`src/hdl/tksit_pkg.sv`:
```
// shared constants, codes and types of the sorted top-k insert table
`default_nettype none

package tksit_pkg;

    localparam int RANKS_DEF      = 3;
    localparam int GROUPS_DEF     = 8;
    localparam int SLOTS_DEF      = 16;
    localparam int VALUE_BITS_DEF = 16;

    localparam int OPCODE_W = 1;
    localparam int GROUP_W  = 3;
    localparam int SLOT_W   = 4;
    localparam int VALUE_W  = 16;
    localparam int RRANK_W  = 2;
    localparam int RTAKEN_W = 2;

    localparam logic [OPCODE_W-1:0] OP_INSERT = 1'b0;
    localparam logic [OPCODE_W-1:0] OP_READ   = 1'b1;

    localparam logic [RTAKEN_W-1:0] NOT_PLACED = 2'd3;

    typedef enum logic [1:0] {
        ST_CLEAR,
        ST_IDLE,
        ST_UPDATE
    } tksit_state_t;

    typedef struct packed {
        logic clear_wr;
        logic load;
        logic commit;
    } tksit_cmd_t;

    typedef struct packed {
        logic clear_last;
    } tksit_stat_t;

endpackage

`default_nettype wire

```
`src/hdl/tksit_ctrl.sv`:
```
// control state machine: clearing pass, beat acceptance, update and result hand-off
`default_nettype none

module tksit_ctrl (
    input  wire logic                   clk,
    input  wire logic                   rst_n,
    input  wire logic                   in_valid,
    output logic                        in_ready,
    output logic                        out_valid,
    input  wire logic                   out_ready,
    input  wire tksit_pkg::tksit_stat_t stat,
    output tksit_pkg::tksit_cmd_t       cmd
);

    tksit_pkg::tksit_state_t state_reg, state_next;
    logic                    out_valid_reg, out_valid_next;
    logic                    can_commit;

    assign can_commit = !out_valid_reg || out_ready;

    always_ff @(posedge clk or negedge rst_n)
    begin
        if (!rst_n)
        begin
            state_reg     <= tksit_pkg::ST_CLEAR;
            out_valid_reg <= 1'b0;
        end
        else
        begin
            state_reg     <= state_next;
            out_valid_reg <= out_valid_next;
        end
    end

    always_comb
    begin
        state_next = state_reg;
        unique case (state_reg)
            tksit_pkg::ST_CLEAR:
            begin
                if (stat.clear_last)
                begin
                    state_next = tksit_pkg::ST_IDLE;
                end
            end
            tksit_pkg::ST_IDLE:
            begin
                if (in_valid)
                begin
                    state_next = tksit_pkg::ST_UPDATE;
                end
            end
            tksit_pkg::ST_UPDATE:
            begin
                if (can_commit)
                begin
                    state_next = tksit_pkg::ST_IDLE;
                end
            end
            default:
            begin
                state_next = tksit_pkg::ST_CLEAR;
            end
        endcase
    end

    always_comb
    begin
        cmd            = '0;
        in_ready       = 1'b0;
        unique case (state_reg)
            tksit_pkg::ST_CLEAR:
            begin
                cmd.clear_wr = 1'b1;
            end
            tksit_pkg::ST_IDLE:
            begin
                in_ready = 1'b1;
                cmd.load = in_valid;
            end
            tksit_pkg::ST_UPDATE:
            begin
                cmd.commit = can_commit;
            end
            default:
            begin
                cmd = '0;
            end
        endcase
        if (cmd.commit)
        begin
            out_valid_next = 1'b1;
        end
        else if (out_ready)
        begin
            out_valid_next = 1'b0;
        end
        else
        begin
            out_valid_next = out_valid_reg;
        end
    end

    assign out_valid = out_valid_reg;

endmodule

`default_nettype wire

```
`config.mk`:
```
export PLATFORM = sky130hd
export DESIGN_NAME = tksit_ctrl
export DESIGN_NICKNAME = d
export VERILOG_FILES = /design/src/hdl/tksit_pkg.sv /design/src/hdl/tksit_ctrl.sv
export SDC_FILE = /design/constraint.sdc
export NUM_CORES = 1
export LEC_CHECK = 0
export ABC_AREA = 1
export BUFFER_PORTS_ARGS = -buffer_cell sky130_fd_sc_hd__buf_2
export CORE_AREA = 4 4 41 43
export DETAILED_ROUTE_END_ITERATION = 12
export DIE_AREA = 0 0 45 47
export PLACE_DENSITY = 0.32
export SYNTH_ARGS = -nofsm -noshare
export SYNTH_HDL_FRONTEND = slang
export SYNTH_SLANG_ARGS = --single-unit
```
`constraint.sdc`:
```
create_clock -name clk -period 1.9 [get_ports clk]
set_clock_uncertainty 0.1 [all_clocks]
set_input_delay 0.19 -clock clk [delete_from_list [all_inputs] [get_ports clk]]
set_output_delay 0.19 -clock clk [all_outputs]
set_load 0.005 [all_outputs]
```
After elaboration in Yosys (flattened, before gate mapping)

Index checks and enable logic that the tools add are counted.

Bits in registers: 3
Bits of input ports: 5
Output and inout port bits: 5
Word-level logic and storage cells: 22

Equal/unequal tests: 5
Multiplexer cells: 10
Reduce and logical (&&, ||, !) cells: 5

Operators by type and width:

| cell                 | number |
|---|---|
| $mux W1              | 6 |
| $mux W2              | 3 |
| $ne A2 B2 Y1 const B | 3 |
| $pmux W2 S3          | 1 |
| $reduce_and A3 Y1    | 1 |
| $eq A2 B1 Y1 const B | 1 |
| $eq A2 B2 Y1 const B | 1 |
| $logic_not A2 Y1     | 1 |
| $reduce_bool A2 Y1   | 1 |
| $logic_not A1 Y1     | 1 |
| $logic_or A1 B1 Y1   | 1 |

Longest topological paths before layout

Depth in word-level cells: 4
Gate-level depth with buffers: 4
Mapped depth without buffers: 4

Worst setup path after synthesis

Ideal clock, no wire load.

Path type: reg-to-output
From: register state_reg[0]
To: output cmd[0] (netlist name)
Data arrival time: 0.731 ns
Data required time: 1.610 ns
Setup slack: 0.879 ns
Stages on the path, launching flop included: 5
Path buffers: 1
Path through: dfrtp_1 > inv_2 > nand2_2 > a21oi_1 > buf_4

RTL lines:

| item                   | line             | RTL |
|---|---|---|
| start, declared        | tksit_ctrl.sv:15 | `tksit_pkg::tksit_state_t state_reg, state_next;` |
| start signal, assigned | tksit_ctrl.sv:25 | `state_reg <= tksit_pkg::ST_CLEAR;` |
| start signal, assigned | tksit_ctrl.sv:30 | `state_reg <= state_next;` |
| end, declared          | tksit_ctrl.sv:12 | `output tksit_pkg::tksit_cmd_t cmd` |

==> impl_metrics.ini <==
[outcome]
status = finished, final reports clean

[drt]
dr.max_layer_used = met3
first_pass_iters = 2
m1WireLength_um = 123
drc = 0
drt-wirelength-per-cell_um = 8.000
wirelength_um = 392
detail-route-antenna-nets = 0
dr_wl_met2_um = 255
via_per_inst = 3.367
met3_length_um = 13
route.vias.total = 165
drt_iter0_drc = 1

[final_layout]
post-route-util_pct = 19.62
area_growth_pct = 56.92
final_net_count = 40
antenna_cells = 0
largest_register_ffs = 2
drive_above_1_share_pct = 47.06

[yosys]
synth_fp_nets = 26
syn_avg_cell_area_um2 = 7.746
ys_types = 13
synth_seq_cells = 3
yosysWarningCount = 0
seq_area_frac_synth_pct = 46.15
syn_area_um2 = 162.7
netlist_instances = 21

[critical_path]
r2r-end = state_reg[0]
r2r-start = state_reg[1]
critPathLaunchType = register
end_kind = output pin
required_ns = 1.61
worst-r2r-cell-count = 2
regToRegSetupSlack_ns = 0.97
path_class = reg2out
cp_max_fo = 4
arrival_ns = 1.01

[sta]
worstMarginPinSlew_ns = 0.2053
finalCritPeriodShare_pct = 68.23
final-hold-violation-count = 0
timing.final.ws_setup_ns = 0.6037
finalSetupViolCount = 0
setup_tns_ns = 0
fmax_mhz = 771.4
relSlewSlack_pct = 86.17
rsz0062_at_grt = no
fin_hold_ws_ns = 0.1800
post-route-min-period_ns = 1.296
slew_viol_final = 0

[grt]
grt_pass1_wl_um = 600
grt_usage_pct = 4.200
antenna_found_initial = 0
grt_pass1_vias = 178
grt_overflow = 0
grt_max_degree = 5

[clock_tree]
path_clk_slew_ns = 0.04
cts_resized = 0
cts_root_buf = clkbuf_4
cts_sinks = 3
cts_tree = built
ctsLongestPathBuffers = 2
clk_latency_ns = 0.23
h-tree-depth = 1
numCtsBuffers = 3

[power_and_ir_drop]
p_leak_uw = 0.0001448
pwr-share-comb_pct = 39.4
clockPowerShare_pct = 29.0
vdd_drop_max_v = 0.0003794
power_density_mw_per_mm2 = 1469
netSwitchingFraction_pct = 36.20
p_switching_uw = 135.7
p_seq_share_pct = 31.6
p_int_uw = 239.2

[place]
place.gp.congestion = 0.6912
place_ws_ns = 0.8439
port_buffers = 9
hpwlAfterDp_um = 330.2

[floorplanning]
die_h_um = 47
die_x_um = 45
rows = 13
initial_core_util_pct = 12.50
ios = 10
coreArea_mm2 = 0.001301
dieArea_mm2 = 0.002115

[hold_path]
hp-class = in2reg
holdPathStages = 3
hp-start = stat
hold_path_end = state_reg[0]

[run]
cap_violations = 0
cells by family (layout without fill, tap and decap cells):
logic type / count (synthesis) / after routing / synth area share [%]
simple gates: 8 / 8 / 22.31
buf+inv: 6 / 19 / 16.15
compound gates: 4 / 4 / 15.38
flops: 3 / 3 / 46.15
through the flow:
stage | std cells | power [uW] | area (um2)
after floorplan | 21 | 210.1 | 162.7
after global placement | 44 | 267.4 | 219.0
after detailed placement | 44 | 269.3 | 219.0
after CTS | 49 | 387.1 | 255.2
after global routing | 49 | 408.6 | 255.2
final | 49 | 374.9 | 255.2
critical path, stage by stage (launching register included):
cell and delay, ns:
dfrtp_1 0.40, inv_2 0.08, nand2_2 0.07, a21oi_1 0.11, buf_2 0.12
cells in the final DEF (no fill, tap or decap), types with 2 or more instances in the layout:
| cell type | netlist | final |
|---|---|---|
| buf_2 | 0 | 9 |
| inv_1 | 4 | 4 |
| nand2_1 | 3 | 3 |
| clkbuf_4 | 0 | 3 |
| dfrtp_1 | 3 | 3 |
| nor2_1 | 2 | 2 |
power by group through the flow:
stage	combinational (uW)	clock, uW	sequential, uW
2_1_floorplan	92.4	0	118
3_3_place_gp	149	0	119
3_5_place_dp	151	0	119
4_1_cts	152	117	118
5_1_grt	168	118	123
6_report	148	109	119
layer usage:
metal	GRT usage, %	up-vias
met1	3.211	74
met2	7.627	2
met3	1.149	0
li1	-	89
met5	0	-
met4	5.263	0
worst max path at each step:
stage	startpoint	end	slack, ns
after global routing	state_reg[0]	cmd[0]	0.53
after detailed placement	state_reg[0]	cmd[0]	0.84
after floorplan	state_reg[0]	cmd[0]	0.88
after CTS	state_reg[0]	cmd[0]	0.59
final	state_reg[0]	cmd[0]	0.60
after global placement	state_reg[0]	cmd[0]	0.85
final cells by class:
| type | count | area [um2] |
|---|---|---|
| Clock buffer | 4 | 26.28 |
| Fill cell | 156 | 1046 |
| Inverter | 5 | 18.77 |
| Multi-Input combinational cell | 12 | 61.31 |
| Sequential cell | 3 | 75.07 |
| Tap cell | 15 | 18.77 |
| Timing Repair Buffer | 10 | 55.05 |
cells in the mapped netlist:
master   instances  share of area, %
inv_1            4               9.2
a21oi_2          1               5.4
inv_2            1               2.3
a21oi_1          1               3.1
nand2_1          3               6.9
o22ai_1          1               3.8
nor2_1           2               4.6
dfrtp_1          3                46
nor2_2           1               3.8
buf_4            1               4.6
nand2_2          1               3.8
o21ai_0          1               3.1
nand3_1          1               3.1
what timing repair did:
action / in CTS / in global routing
endpoints found under the hold margin: 3 / 0
hold buffers: 1 / 0
buffers inserted: 0 / 0
Note: power is estimated with default switching activity, not from simulation.
